## config.mk

```make
export PLATFORM = sky130hd
export DESIGN_NAME = sliding_window_throughput_meter_core_flat
export DESIGN_NICKNAME = d
export VERILOG_FILES = /design/src/rtl/core/swtm_pkg.sv /design/src/rtl/core/swtm_if.sv /design/src/rtl/core/sliding_window_throughput_meter_core.sv /design/src/rtl/core/swtm_ring.sv /design/src/rtl/core/swtm_alu.sv /design/src/flat_wrapper.sv
export VERILOG_INCLUDE_DIRS = /design/src /design/src/rtl/core
export SDC_FILE = /design/constraint.sdc
export NUM_CORES = 2
export LEC_CHECK = 0
export ABC_AREA = 1
export BUFFER_PORTS_ARGS = -buffer_cell sky130_fd_sc_hd__buf_2
export CAP_MARGIN = 20
export CORE_MARGIN = 4
export CORE_UTILIZATION = 33
export CTS_CLUSTER_DIAMETER = 80
export CTS_CLUSTER_SIZE = 25
export DETAILED_ROUTE_END_ITERATION = 8
export PLACE_DENSITY_LB_ADDON = 0.1
export RECOVER_POWER = 50
export SLEW_MARGIN = 20
export SYNTH_ARGS = -nofsm -noshare
export SYNTH_HDL_FRONTEND = slang
export SYNTH_SLANG_ARGS = --single-unit
```

## constraint.sdc

```tcl
create_clock -name clk -period 4.8 [get_ports clk]
set_input_delay 0.96 -clock clk [delete_from_list [all_inputs] [get_ports clk]]
set_output_delay 0.96 -clock clk [all_outputs]
set_load 0.02 [all_outputs]
```

## src/rtl/core/sliding_window_throughput_meter_core_assert.svh

```systemverilog
// ----------------------------------------------------------------------------
// Assertion macros for the sliding window throughput meter.
// Each macro expands to a labeled concurrent assertion in simulation and to
// nothing in synthesis.
// ----------------------------------------------------------------------------
`ifndef SLIDING_WINDOW_THROUGHPUT_METER_CORE_ASSERT_SVH
`define SLIDING_WINDOW_THROUGHPUT_METER_CORE_ASSERT_SVH

`ifndef SYNTHESIS
// Checked only while the reset is released.
`define SWTM_ASSERT(lbl, clk, rst_n, prop) \
	lbl: assert property (@(posedge clk) disable iff (!rst_n) prop) \
		else $error("swtm assertion failed");
// Checked at every edge, also during reset.
`define SWTM_ASSERT_ALWAYS(lbl, clk, prop) \
	lbl: assert property (@(posedge clk) prop) \
		else $error("swtm assertion failed");
`else
`define SWTM_ASSERT(lbl, clk, rst_n, prop)
`define SWTM_ASSERT_ALWAYS(lbl, clk, prop)
`endif

`endif

```

## src/rtl/core/swtm_pkg.sv

```systemverilog
// ----------------------------------------------------------------------------
// Sliding window throughput meter package
// Shared widths, register indexes, arithmetic operations and sequencer states.
// ----------------------------------------------------------------------------
package swtm_pkg;

	localparam int unsigned AMOUNT_W   = 24;
	localparam int unsigned TIME_W     = 24;
	localparam int unsigned TOTAL_W    = 48;
	localparam int unsigned SPEED_W    = 32;
	localparam int unsigned CFG_DATA_W = 32;
	localparam int unsigned CFG_IDX_W  = 1;

	localparam int unsigned RING_DEPTH_DEFAULT    = 64;
	localparam int unsigned FRACTION_BITS_DEFAULT = 8;

	localparam logic [CFG_DATA_W-1:0] WINDOW_LENGTH_RESET = 32'd16;

	// The window counts as filled when Den * measure > Num * length.
	localparam int unsigned FILL_NUM = 9;
	localparam int unsigned FILL_DEN = 10;

	localparam logic [SPEED_W-1:0] SPEED_TIME_ZERO = 32'hffff_fffe;
	localparam logic [SPEED_W-1:0] SPEED_MAX       = 32'hffff_ffff;

	typedef enum logic [CFG_IDX_W-1:0] {
		REG_WINDOW_LENGTH,
		REG_WINDOW_UNIT
	} cfg_reg_t;

	typedef enum logic [1:0] {
		ALU_ADD_SAT,
		ALU_SUB_FLOOR,
		ALU_SUB_TRIAL
	} alu_op_t;

	typedef enum logic [3:0] {
		ST_IDLE,
		ST_ADD_AMT,
		ST_ADD_TIME,
		ST_WRITE,
		ST_CHECK,
		ST_EV_RD,
		ST_EV_AMT,
		ST_EV_TIME,
		ST_FILL,
		ST_DIV_INIT,
		ST_DIV_STEP,
		ST_DIV_DONE,
		ST_DONE
	} state_t;

endpackage

```

## src/rtl/core/swtm_if.sv

```systemverilog
// ----------------------------------------------------------------------------
// Sliding window throughput meter channels
// Valid/ready channels for transfer samples and for speed results.
// ----------------------------------------------------------------------------
interface swtm_sample_if;
	logic                             valid;
	logic                             ready;
	logic [swtm_pkg::AMOUNT_W-1:0]    sample_amount;
	logic [swtm_pkg::TIME_W-1:0]      sample_time;

	modport source (output valid, output sample_amount, output sample_time, input ready);
	modport sink (input valid, input sample_amount, input sample_time, output ready);
endinterface

interface swtm_result_if;
	logic                             valid;
	logic                             ready;
	logic [swtm_pkg::SPEED_W-1:0]     mean_speed;
	logic                             window_filled;
	logic                             totals_saturated;

	modport source (output valid, output mean_speed, output window_filled,
		output totals_saturated, input ready);
	modport sink (input valid, input mean_speed, input window_filled,
		input totals_saturated, output ready);
endinterface

```

## src/rtl/core/sliding_window_throughput_meter_core.sv

```systemverilog
// ----------------------------------------------------------------------------
// Sliding window throughput meter core
// Keeps windowed totals of transfer samples and reports the mean speed.
// ----------------------------------------------------------------------------
//  Channel  | Direction | Payload                                          | Handshake
//  sample   | in        | sample_amount, sample_time                       | valid/ready
//  result   | out       | mean_speed, window_filled, totals_saturated      | valid/ready
//  cfg      | in        | cfg_index, cfg_data                              | cfg_we
//
// A windowed transaction adds the sample to the totals, evicts the oldest entry first
// when the ring was full, writes the sample and then evicts entries while the window
// is exceeded, at most RING_DEPTH of them. An unwindowed transaction only adds the
// sample to the totals. The quotient is skipped when the total time is zero.
// The sample channel is ready only in the idle state. While the output register still
// holds an untaken result, the next finished result waits in the done state. Reset clears
// the totals and ring pointers and presets the configuration; no clearing pass is needed.
// ----------------------------------------------------------------------------
`include "sliding_window_throughput_meter_core_assert.svh"

module sliding_window_throughput_meter_core #(
	parameter int unsigned RING_DEPTH    = swtm_pkg::RING_DEPTH_DEFAULT,
	parameter int unsigned FRACTION_BITS = swtm_pkg::FRACTION_BITS_DEFAULT
) (
	input  logic                              clk,
	input  logic                              arst_n,
	swtm_sample_if.sink                       sample,
	swtm_result_if.source                     result,
	input  logic                              cfg_we,
	input  logic [swtm_pkg::CFG_IDX_W-1:0]    cfg_index,
	input  logic [swtm_pkg::CFG_DATA_W-1:0]   cfg_data
);

	localparam int unsigned AW      = $clog2(RING_DEPTH);
	localparam int unsigned CNT_W   = $clog2(RING_DEPTH + 1);
	localparam int unsigned SLOT_W  = AW + 1;
	localparam int unsigned AMT_W   = swtm_pkg::AMOUNT_W;
	localparam int unsigned TIM_W   = swtm_pkg::TIME_W;
	localparam int unsigned ENTRY_W = AMT_W + TIM_W;
	localparam int unsigned TW      = swtm_pkg::TOTAL_W;
	localparam int unsigned ALU_W   = TW + 1;
	localparam int unsigned SW      = swtm_pkg::SPEED_W;
	localparam int unsigned LW      = swtm_pkg::CFG_DATA_W;
	localparam int unsigned DVD_W   = TW + FRACTION_BITS;
	localparam int unsigned DCNT_W  = $clog2(DVD_W + 1);
	localparam int unsigned MW      = TW + 4;

	swtm_pkg::state_t state_q, state_d;

	logic [LW-1:0]     win_len_q;
	logic              win_unit_q;
	logic [AMT_W-1:0]  amt_q;
	logic [TIM_W-1:0]  tim_q;
	logic [TW-1:0]     tot_amt_q;
	logic [TW-1:0]     tot_time_q;
	logic [AW-1:0]     head_q;
	logic [CNT_W-1:0]  count_q;
	logic              pre_evict_q;
	logic              clamp_q;
	logic              filled_q;
	logic [SW-1:0]     speed_q;
	logic [TW-1:0]     rem_q;
	logic [DVD_W-1:0]  dvd_q;
	logic [DCNT_W-1:0] dcnt_q;
	logic              out_valid_q;
	logic [SW-1:0]     res_speed_q;
	logic              res_filled_q;
	logic              res_sat_q;

	swtm_pkg::alu_op_t alu_op;
	logic [ALU_W-1:0]  alu_a;
	logic [ALU_W-1:0]  alu_b;
	logic [ALU_W-1:0]  alu_res;
	logic              alu_flag;

	logic [ENTRY_W-1:0] rd_data;
	logic [AMT_W-1:0]   rd_amt;
	logic [TIM_W-1:0]   rd_tim;
	logic               ring_we;
	logic [SLOT_W-1:0]  slot_sum;
	logic [AW-1:0]      slot;
	logic [SLOT_W-1:0]  head_inc;
	logic [AW-1:0]      head_nx;

	logic [TW-1:0]      measure;
	logic               over_window;
	logic               fill_hit;
	logic               ring_full;
	logic               win_off;
	logic               accept;
	logic               load;

	// Configuration writes.
	always_ff @(posedge clk or negedge arst_n) begin
		if (!arst_n) begin
			win_len_q  <= swtm_pkg::WINDOW_LENGTH_RESET;
			win_unit_q <= 1'b0;
		end else if (cfg_we) begin
			unique case (cfg_index)
				swtm_pkg::REG_WINDOW_LENGTH: win_len_q  <= cfg_data;
				swtm_pkg::REG_WINDOW_UNIT:   win_unit_q <= cfg_data[0];
				default: ;
			endcase
		end
	end

	assign accept    = sample.valid && sample.ready;
	assign load      = (state_q == swtm_pkg::ST_DONE) && (!out_valid_q || result.ready);
	assign win_off   = (win_len_q == '0);
	assign ring_full = (count_q == CNT_W'(RING_DEPTH));
	assign measure   = win_unit_q ? tot_time_q : TW'(count_q);
	assign over_window = (count_q != '0) && (measure > TW'(win_len_q));
	assign fill_hit  = (MW'(measure) * MW'(swtm_pkg::FILL_DEN)) >
		(MW'(win_len_q) * MW'(swtm_pkg::FILL_NUM));

	assign slot_sum = SLOT_W'(head_q) + SLOT_W'(count_q);
	assign slot     = (slot_sum >= SLOT_W'(RING_DEPTH)) ?
		AW'(slot_sum - SLOT_W'(RING_DEPTH)) : AW'(slot_sum);
	assign head_inc = SLOT_W'(head_q) + SLOT_W'(1);
	assign head_nx  = (head_inc >= SLOT_W'(RING_DEPTH)) ? '0 : AW'(head_inc);

	assign rd_amt = rd_data[ENTRY_W-1 -: AMT_W];
	assign rd_tim = rd_data[TIM_W-1:0];

	swtm_ring #(
		.DEPTH  (RING_DEPTH),
		.ADDR_W (AW),
		.DATA_W (ENTRY_W)
	) u_ring (
		.clk     (clk),
		.wr_en   (ring_we),
		.wr_addr (slot),
		.wr_data ({amt_q, tim_q}),
		.rd_addr (head_q),
		.rd_data (rd_data)
	);

	swtm_alu #(
		.W (ALU_W)
	) u_alu (
		.op   (alu_op),
		.a    (alu_a),
		.b    (alu_b),
		.res  (alu_res),
		.flag (alu_flag)
	);

	always_ff @(posedge clk or negedge arst_n) begin
		if (!arst_n) begin
			state_q <= swtm_pkg::ST_IDLE;
		end else begin
			state_q <= state_d;
		end
	end

	// Sequencer: next state, operand selection and handshake.
	always_comb begin
		state_d      = state_q;
		sample.ready = 1'b0;
		ring_we      = 1'b0;
		alu_op       = swtm_pkg::ALU_ADD_SAT;
		alu_a        = '0;
		alu_b        = '0;
		unique case (state_q)
			swtm_pkg::ST_IDLE: begin
				sample.ready = 1'b1;
				if (sample.valid) begin
					state_d = swtm_pkg::ST_ADD_AMT;
				end
			end
			swtm_pkg::ST_ADD_AMT: begin
				alu_a   = ALU_W'(tot_amt_q);
				alu_b   = ALU_W'(amt_q);
				state_d = swtm_pkg::ST_ADD_TIME;
			end
			swtm_pkg::ST_ADD_TIME: begin
				alu_a = ALU_W'(tot_time_q);
				alu_b = ALU_W'(tim_q);
				if (win_off) begin
					state_d = swtm_pkg::ST_DIV_INIT;
				end else if (ring_full) begin
					state_d = swtm_pkg::ST_EV_RD;
				end else begin
					state_d = swtm_pkg::ST_WRITE;
				end
			end
			swtm_pkg::ST_WRITE: begin
				ring_we = 1'b1;
				state_d = swtm_pkg::ST_CHECK;
			end
			swtm_pkg::ST_CHECK: begin
				state_d = over_window ? swtm_pkg::ST_EV_RD : swtm_pkg::ST_FILL;
			end
			swtm_pkg::ST_EV_RD: begin
				state_d = swtm_pkg::ST_EV_AMT;
			end
			swtm_pkg::ST_EV_AMT: begin
				alu_op  = swtm_pkg::ALU_SUB_FLOOR;
				alu_a   = ALU_W'(tot_amt_q);
				alu_b   = ALU_W'(rd_amt);
				state_d = swtm_pkg::ST_EV_TIME;
			end
			swtm_pkg::ST_EV_TIME: begin
				alu_op  = swtm_pkg::ALU_SUB_FLOOR;
				alu_a   = ALU_W'(tot_time_q);
				alu_b   = ALU_W'(rd_tim);
				state_d = pre_evict_q ? swtm_pkg::ST_WRITE : swtm_pkg::ST_CHECK;
			end
			swtm_pkg::ST_FILL: begin
				state_d = fill_hit ? swtm_pkg::ST_DIV_INIT : swtm_pkg::ST_DONE;
			end
			swtm_pkg::ST_DIV_INIT: begin
				state_d = (tot_time_q == '0) ? swtm_pkg::ST_DONE : swtm_pkg::ST_DIV_STEP;
			end
			swtm_pkg::ST_DIV_STEP: begin
				alu_op = swtm_pkg::ALU_SUB_TRIAL;
				alu_a  = {rem_q, dvd_q[DVD_W-1]};
				alu_b  = ALU_W'(tot_time_q);
				if (dcnt_q == DCNT_W'(1)) begin
					state_d = swtm_pkg::ST_DIV_DONE;
				end
			end
			swtm_pkg::ST_DIV_DONE: begin
				state_d = swtm_pkg::ST_DONE;
			end
			swtm_pkg::ST_DONE: begin
				if (load) begin
					state_d = swtm_pkg::ST_IDLE;
				end
			end
			default: begin
				state_d = swtm_pkg::ST_IDLE;
			end
		endcase
	end

	// Ring pointers and control flags.
	always_ff @(posedge clk or negedge arst_n) begin
		if (!arst_n) begin
			head_q      <= '0;
			count_q     <= '0;
			pre_evict_q <= 1'b0;
			clamp_q     <= 1'b0;
			filled_q    <= 1'b0;
			dcnt_q      <= '0;
		end else begin
			case (state_q)
				swtm_pkg::ST_ADD_AMT: begin
					clamp_q <= alu_flag;
				end
				swtm_pkg::ST_ADD_TIME: begin
					clamp_q     <= clamp_q | alu_flag;
					filled_q    <= 1'b0;
					pre_evict_q <= ring_full;
					if (win_off) begin
						head_q  <= '0;
						count_q <= '0;
					end
				end
				swtm_pkg::ST_WRITE: begin
					count_q     <= count_q + CNT_W'(1);
					pre_evict_q <= 1'b0;
				end
				swtm_pkg::ST_EV_TIME: begin
					head_q  <= head_nx;
					count_q <= count_q - CNT_W'(1);
				end
				swtm_pkg::ST_FILL: begin
					filled_q <= fill_hit;
				end
				swtm_pkg::ST_DIV_INIT: begin
					dcnt_q <= DCNT_W'(DVD_W);
				end
				swtm_pkg::ST_DIV_STEP: begin
					dcnt_q <= dcnt_q - DCNT_W'(1);
				end
				default: ;
			endcase
		end
	end

	// Running totals.
	always_ff @(posedge clk or negedge arst_n) begin
		if (!arst_n) begin
			tot_amt_q  <= '0;
			tot_time_q <= '0;
		end else begin
			case (state_q)
				swtm_pkg::ST_ADD_AMT, swtm_pkg::ST_EV_AMT: begin
					tot_amt_q <= alu_res[TW-1:0];
				end
				swtm_pkg::ST_ADD_TIME, swtm_pkg::ST_EV_TIME: begin
					tot_time_q <= alu_res[TW-1:0];
				end
				default: ;
			endcase
		end
	end

	// Sample capture and division datapath.
	always_ff @(posedge clk) begin
		if (accept) begin
			amt_q <= sample.sample_amount;
			tim_q <= sample.sample_time;
		end
		case (state_q)
			swtm_pkg::ST_FILL: begin
				speed_q <= '0;
			end
			swtm_pkg::ST_DIV_INIT: begin
				speed_q <= swtm_pkg::SPEED_TIME_ZERO;
				rem_q   <= '0;
				dvd_q   <= DVD_W'(tot_amt_q) << FRACTION_BITS;
			end
			swtm_pkg::ST_DIV_STEP: begin
				rem_q <= alu_res[TW-1:0];
				dvd_q <= {dvd_q[DVD_W-2:0], alu_flag};
			end
			swtm_pkg::ST_DIV_DONE: begin
				speed_q <= (|dvd_q[DVD_W-1:SW]) ? swtm_pkg::SPEED_MAX : dvd_q[SW-1:0];
			end
			default: ;
		endcase
	end

	// Output register.
	always_ff @(posedge clk or negedge arst_n) begin
		if (!arst_n) begin
			out_valid_q <= 1'b0;
		end else if (load) begin
			out_valid_q <= 1'b1;
		end else if (result.ready) begin
			out_valid_q <= 1'b0;
		end
	end

	always_ff @(posedge clk) begin
		if (load) begin
			res_speed_q  <= speed_q;
			res_filled_q <= filled_q;
			res_sat_q    <= clamp_q;
		end
	end

	assign result.valid            = out_valid_q;
	assign result.mean_speed       = res_speed_q;
	assign result.window_filled    = res_filled_q;
	assign result.totals_saturated = res_sat_q;

	`SWTM_ASSERT_ALWAYS(a_count_bound, clk, !arst_n || (count_q <= CNT_W'(RING_DEPTH)))
	`SWTM_ASSERT(a_busy_after_accept, clk, arst_n, accept |=> !sample.ready)
	`SWTM_ASSERT(a_filled_needs_window, clk, arst_n, (load && filled_q) |-> !win_off)
	`SWTM_ASSERT(a_div_count_live, clk, arst_n, (state_q == swtm_pkg::ST_DIV_STEP) |-> (dcnt_q != '0))

endmodule

```

## src/rtl/core/swtm_ring.sv

```systemverilog
// ----------------------------------------------------------------------------
// Sample ring memory
// One write port and one read port with registered read data.
// ----------------------------------------------------------------------------
module swtm_ring #(
	parameter int unsigned DEPTH  = swtm_pkg::RING_DEPTH_DEFAULT,
	parameter int unsigned ADDR_W = $clog2(DEPTH),
	parameter int unsigned DATA_W = swtm_pkg::AMOUNT_W + swtm_pkg::TIME_W
) (
	input  logic              clk,
	input  logic              wr_en,
	input  logic [ADDR_W-1:0] wr_addr,
	input  logic [DATA_W-1:0] wr_data,
	input  logic [ADDR_W-1:0] rd_addr,
	output logic [DATA_W-1:0] rd_data
);

	logic [DATA_W-1:0] mem [DEPTH];
	logic [DATA_W-1:0] rd_data_q;

	always_ff @(posedge clk) begin
		if (wr_en) begin
			mem[wr_addr] <= wr_data;
		end
	end

	always_ff @(posedge clk) begin
		rd_data_q <= mem[rd_addr];
	end

	assign rd_data = rd_data_q;

endmodule

```

## src/rtl/core/swtm_alu.sv

```systemverilog
// ----------------------------------------------------------------------------
// Shared arithmetic unit
// Saturating add, floor subtract and trial subtract for one division step.
// ----------------------------------------------------------------------------
module swtm_alu #(
	parameter int unsigned W = swtm_pkg::TOTAL_W + 1
) (
	input  swtm_pkg::alu_op_t op,
	input  logic [W-1:0]      a,
	input  logic [W-1:0]      b,
	output logic [W-1:0]      res,
	output logic              flag
);

	logic [W:0]   diff;
	logic [W-1:0] sum;
	logic         borrow;

	assign diff   = {1'b0, a} - {1'b0, b};
	assign borrow = diff[W];
	assign sum    = a + b;

	// Saturation is at all ones in the low W-1 bits; operands stay below that bound.
	always_comb begin
		res  = '0;
		flag = 1'b0;
		case (op)
			swtm_pkg::ALU_ADD_SAT: begin
				flag = sum[W-1];
				res  = sum[W-1] ? {1'b0, {(W-1){1'b1}}} : sum;
			end
			swtm_pkg::ALU_SUB_FLOOR: begin
				flag = borrow;
				res  = borrow ? '0 : diff[W-1:0];
			end
			swtm_pkg::ALU_SUB_TRIAL: begin
				flag = !borrow;
				res  = borrow ? a : diff[W-1:0];
			end
			default: begin
				res  = '0;
				flag = 1'b0;
			end
		endcase
	end

endmodule
```

## src/flat_wrapper.sv

```systemverilog
// flat-port wrapper written by rule: the top's interface ports become plain ports
module sliding_window_throughput_meter_core_flat 
#(
	parameter int unsigned RING_DEPTH    = swtm_pkg::RING_DEPTH_DEFAULT,
	parameter int unsigned FRACTION_BITS = swtm_pkg::FRACTION_BITS_DEFAULT
)
  (clk, arst_n, cfg_we, cfg_index, cfg_data, sample_valid, sample_sample_amount, sample_sample_time, sample_ready, result_valid, result_mean_speed, result_window_filled, result_totals_saturated, result_ready);
  swtm_sample_if sample_i ();
  swtm_result_if result_i ();
  input  logic clk;
  input  logic arst_n;
  input  logic cfg_we;
  input  logic [swtm_pkg::CFG_IDX_W-1:0] cfg_index;
  input  logic [swtm_pkg::CFG_DATA_W-1:0] cfg_data;
  input wire logic [$bits(sample_i.valid)-1:0] sample_valid;
  input wire logic [$bits(sample_i.sample_amount)-1:0] sample_sample_amount;
  input wire logic [$bits(sample_i.sample_time)-1:0] sample_sample_time;
  output wire logic [$bits(sample_i.ready)-1:0] sample_ready;
  output wire logic [$bits(result_i.valid)-1:0] result_valid;
  output wire logic [$bits(result_i.mean_speed)-1:0] result_mean_speed;
  output wire logic [$bits(result_i.window_filled)-1:0] result_window_filled;
  output wire logic [$bits(result_i.totals_saturated)-1:0] result_totals_saturated;
  input wire logic [$bits(result_i.ready)-1:0] result_ready;
  assign sample_i.valid = sample_valid;
  assign sample_i.sample_amount = sample_sample_amount;
  assign sample_i.sample_time = sample_sample_time;
  assign sample_ready = sample_i.ready;
  assign result_valid = result_i.valid;
  assign result_mean_speed = result_i.mean_speed;
  assign result_window_filled = result_i.window_filled;
  assign result_totals_saturated = result_i.totals_saturated;
  assign result_i.ready = result_ready;
  sliding_window_throughput_meter_core #(.RING_DEPTH(RING_DEPTH), .FRACTION_BITS(FRACTION_BITS)) u_core (.clk(clk), .arst_n(arst_n), .sample(sample_i), .result(result_i), .cfg_we(cfg_we), .cfg_index(cfg_index), .cfg_data(cfg_data));
endmodule
```

==> flow_summary_export.csv <==
group,metric,value,unit
sta,finalHoldViolations,0,
setup_path,end_kind,"flip-flop",
setup_path,worstSetupPathType,"flip-flop to flip-flop",
clock_tree,cts_sinks,3494,
floorplan,die_area,0.472,mm^2
synthesis,synth_top_family_by_area,"compound AO/OA/AOI/OAI gates",
synthesis,synthArstFlopShare,4.46,%
setup_path,worstPathArrival,5560,ps
clock_tree,cts_max_path_buffers,4,
synthesis,synth_compound_area_share,13.2,%
final_layout,drive_gt1_share,15.1,%
grt,grt_max_degree,179,
hold_path,min_path_type,"input port to flip-flop",
power_and_ir_drop,p_leak,63.5,nW
sta,grt_setup_unrepaired,"yes",
synthesis,synth_seq_cells,3494,
floorplan,row_count,249,
routing,wl_per_cell,30.5,um
synthesis,yosysUniqueCellTypes,64,
sta,fin_worst_skew,89.3,ps
status,violations,"max-capacitance violations, max-slew violations",
final_layout,syn_to_final_growth,17.7,%
sta,min_period,4670,ps
synthesis,synth-edff-count,3290,
placed_design,place_congestion,0.911,
final_layout,final_common_cell,"edfxtp_1",
floorplan,die_h,687,um
sta,tightest_slew,3900,ps
routing,firstDrtPassIters,7,
routing,drc_errors,0,
synthesis,avgSynthCellArea,11.5,um^2
power_and_ir_drop,irDropWorstVdd,0.558,mV
floorplan,die_x,687,um
clock_tree,clkTransAtPathRegs,90,ps
power_and_ir_drop,p_per_area,574,mW/mm^2
sta,min_period_over_period,97.3,%
final_layout,final_cell_mix,"3,290 x edfxtp_1, 2,026 x nor2_1, 1,757 x o21ai_0, 1,480 x nand2_1, 1,171 x buf_4",
clock_tree,cts_made_buffers,196,
power_and_ir_drop,clkPwrFrac,19.2,%
synthesis,synth_xor_area_share,0.720,%
grt,grt_pass1_vias,109000,
routing,vias,112000,
floorplan,initial_core_util,33.1,%
grt,antenna_found_initial,50,
routing,wl,626,mm
job,maxCapViolCount,43,
final_layout,nNetsFinal,14600,
clock_tree,insertion_delay,1020,ps
synthesis,synthMuxAreaShare,0.0140,%
setup_path,worstSetupStartpointType,"flip-flop",
sta,drv_slew,2723,
sta,whs,111,ps
floorplan,io_pins,122,
synthesis,synth_fa_ha_area_share,2.70,%
routing,vias_per_cell,5.48,
routing,ant_nets,0,
clock_tree,cts_max_level,4,
floorplan,fp.coreArea,0.460,mm^2
final_layout,regArea,0.104,mm^2
routing,drt_iter0_markers,12200,
power_and_ir_drop,p_switching,42.4,mW
clock_tree,cts_tree,"done",
synthesis,netlist_area,0.152,mm^2
power_and_ir_drop,internal_power,60.4,mW
setup_path,crit_required,5690,ps
power_and_ir_drop,power_switching_share,41.2,%
synthesis,netlist_instances,13200,
setup_path,path_max_fanout,18,
synthesis,synthSimpleGateAreaFrac,11.3,%
grt,grt_overflow,0,
sta,setup_viol,0,
clock_tree,cts_root_buf,"clkbuf_16",
synthesis,yosysWarnings,0,
power_and_ir_drop,p_seq_share,35.9,%
status,status,"finished, violations left",
synthesis,ys_seq_area_share,68.2,%
grt,grt_pass1_wl,866,mm
placed_design,hpwl,388,mm
final_layout,fillerInstances,44300,
sta,max_slew_margin,-160,%
placed_design,port_buffers,121,
placed_design,dp_slack,-259,ps
synthesis,yosys_most_used_dff,"edfxtp_1",
synthesis,synth_nets,13600,
final_layout,multi_input_area,0.0440,mm^2
grt,grtUsageTotal,25.7,%
sta,max_freq,0.214,GHz
sta,finalWorstSetupSlack,131,ps
power_and_ir_drop,combPwrFrac,44.9,%
sta,tns,0,ps
[power groups by stage]
stage               logic [mW]  clock network (mW)  registers [mW]
floorplan                 22.9                   0            37.4
global placement          45.1                   0            37.5
detailed placement        45.3                   0            37.5
CTS                       45.6                20.1            36.8
global route              50.0                21.3            37.0
finish                    46.1                19.7            36.9
[registers in the layout, summed over array words and instances (netlist names), 6 cells and up]
name	flops
u_core.win_len_q	32
u_core.rem_q	48
u_core.dvd_q	56
u_core.result.mean_speed	32
u_core.tot_time_q	48
u_core.dcnt_q	6
u_core.u_ring.mem	3072
u_core.speed_q	32
u_core.tot_amt_q	48
u_core.amt_q	24
u_core.u_ring.rd_data	48
u_core.head_q	6
u_core.tim_q	24
u_core.count_q	7
[repair_timing]
action / 4_1_cts / 5_1_grt
resized for setup: 89 / 165
setup buffers: 11 / 12
hold buffers: 1 / 0
setup endpoints to repair: 62 / 143
pin swaps: 11 / 30
gates cloned: 0 / 1
endpoints found under the hold margin: 21 / 0
[synthesized netlist by cell type (7+ instances only)]
library cell | n | area (um^2)
a21oi_1 | 428 | 2140
inv_1 | 726 | 2730
nor2_1 | 2138 | 8030
ha_1 | 318 | 3980
o21bai_1 | 23 | 173
dfxtp_1 | 48 | 961
a211oi_2 | 10 | 125
o211ai_1 | 118 | 886
o21a_1 | 16 | 120
o21ai_0 | 1786 | 8940
buf_6 | 7 | 78.8
clkbuf_1 | 669 | 2510
xnor2_1 | 41 | 359
xor2_1 | 84 | 736
buf_1 | 50 | 188
o221ai_1 | 315 | 2760
a32o_1 | 47 | 470
nor2_2 | 14 | 87.6
buf_2 | 52 | 260
nand3_1 | 384 | 1920
edfxtp_1 | 3290 | 98800
buf_4 | 12 | 90.1
a31oi_1 | 89 | 557
o21ai_1 | 42 | 210
o22ai_1 | 469 | 2930
a211oi_1 | 10 | 75.1
o22ai_2 | 10 | 125
nor4_1 | 37 | 231
and3_1 | 10 | 62.6
a21o_1 | 17 | 128
nand3b_1 | 8 | 60.1
nand2_1 | 1509 | 5660
nand4_1 | 115 | 719
dfrtp_1 | 155 | 3880
a221oi_1 | 29 | 254
nor3_1 | 43 | 215
inv_2 | 9 | 33.8
[logic make-up after synthesis]
kind of cell	count (synthesis)
AOI/OAI and AO/OA	3434
muxes	2
xor gates and xnor gates	125
buffers and inverters	1528
adders and majority gates	324
DFF	3494
and+or+nand+nor	4282
[metal layers]
| layer | share of wire, % | vias up | routed length, um | GRT usage [%] |
|---|---|---|---|---|
| met5 | 0 | - | 0 | 0 |
| met4 | 3.4 | 0 | 21100 | 7.55 |
| met3 | 5.8 | 736 | 36100 | 2.68 |
| met2 | 47 | 4017 | 295000 | 42.6 |
| met1 | 44 | 57800 | 274000 | 35.7 |
| li1 | - | 49700 | - | - |
[stage by stage]
step	total power, mW	std cells	instance area [um^2]	util [%]
after floorplan	60.4	13200	152000	-
after global routing	108	20500	179000	38.9
after detailed placement	82.8	20100	171000	37.3
after global placement	82.6	20100	171000	37.3
final	103	20500	179000	39.0
after CTS	102	20500	178000	38.8
[area by class of cell]
| cell class | instances | area share [%] |
|---|---|---|
| diodes | 16 | 0.0224 |
| clock buffers | 235 | 2.88 |
| clock inverters | 110 | 0.814 |
| inverters | 737 | 1.58 |
| multi-input cells | 8167 | 24.6 |
| flip-flops and latches | 3494 | 57.9 |
| well taps | 6149 | 4.30 |
| repair buffers | 1576 | 7.92 |
[critical path, stage by stage, from the launching register on]
cell and delay, ps:
dfrtp_1 420, buf_4 150, nor2_2 120, inv_2 70, nor2_4 280, nor2_4 120, buf_4 190, buf_12 160
buf_12 160, o211ai_1 310, ha_1 360, a21o_1 230, a21oi_1 260, o21ai_1 200, a211oi_4 300, nand3_4 200
buf_12 210, o21bai_1 220, nand3_1 170, buf_4 180, nand2_1 110, o21ai_1 90
[path summary, 6_finish.rpt]
kind / start / to / slack [ps] / cells past startpoint
setup / recovery: u_core.state_q[3] / u_core.tot_amt_q[0] / 130 / 21
hold / removal: sample_sample_amount[16] / u_core.amt_q[16] / 110 / 1
setup reg to reg: u_core.state_q[3] / u_core.tot_amt_q[0] / 130 / 21
hold reg to reg: u_core.speed_q[3] / u_core.result.mean_speed[3] / 420 / 0
max in group asynchronous: arst_n / u_core.tot_amt_q[44] / 680 / 2
min in group asynchronous: arst_n / u_core.result.valid / 1810 / 2
(Power assumes the default switching activity.)
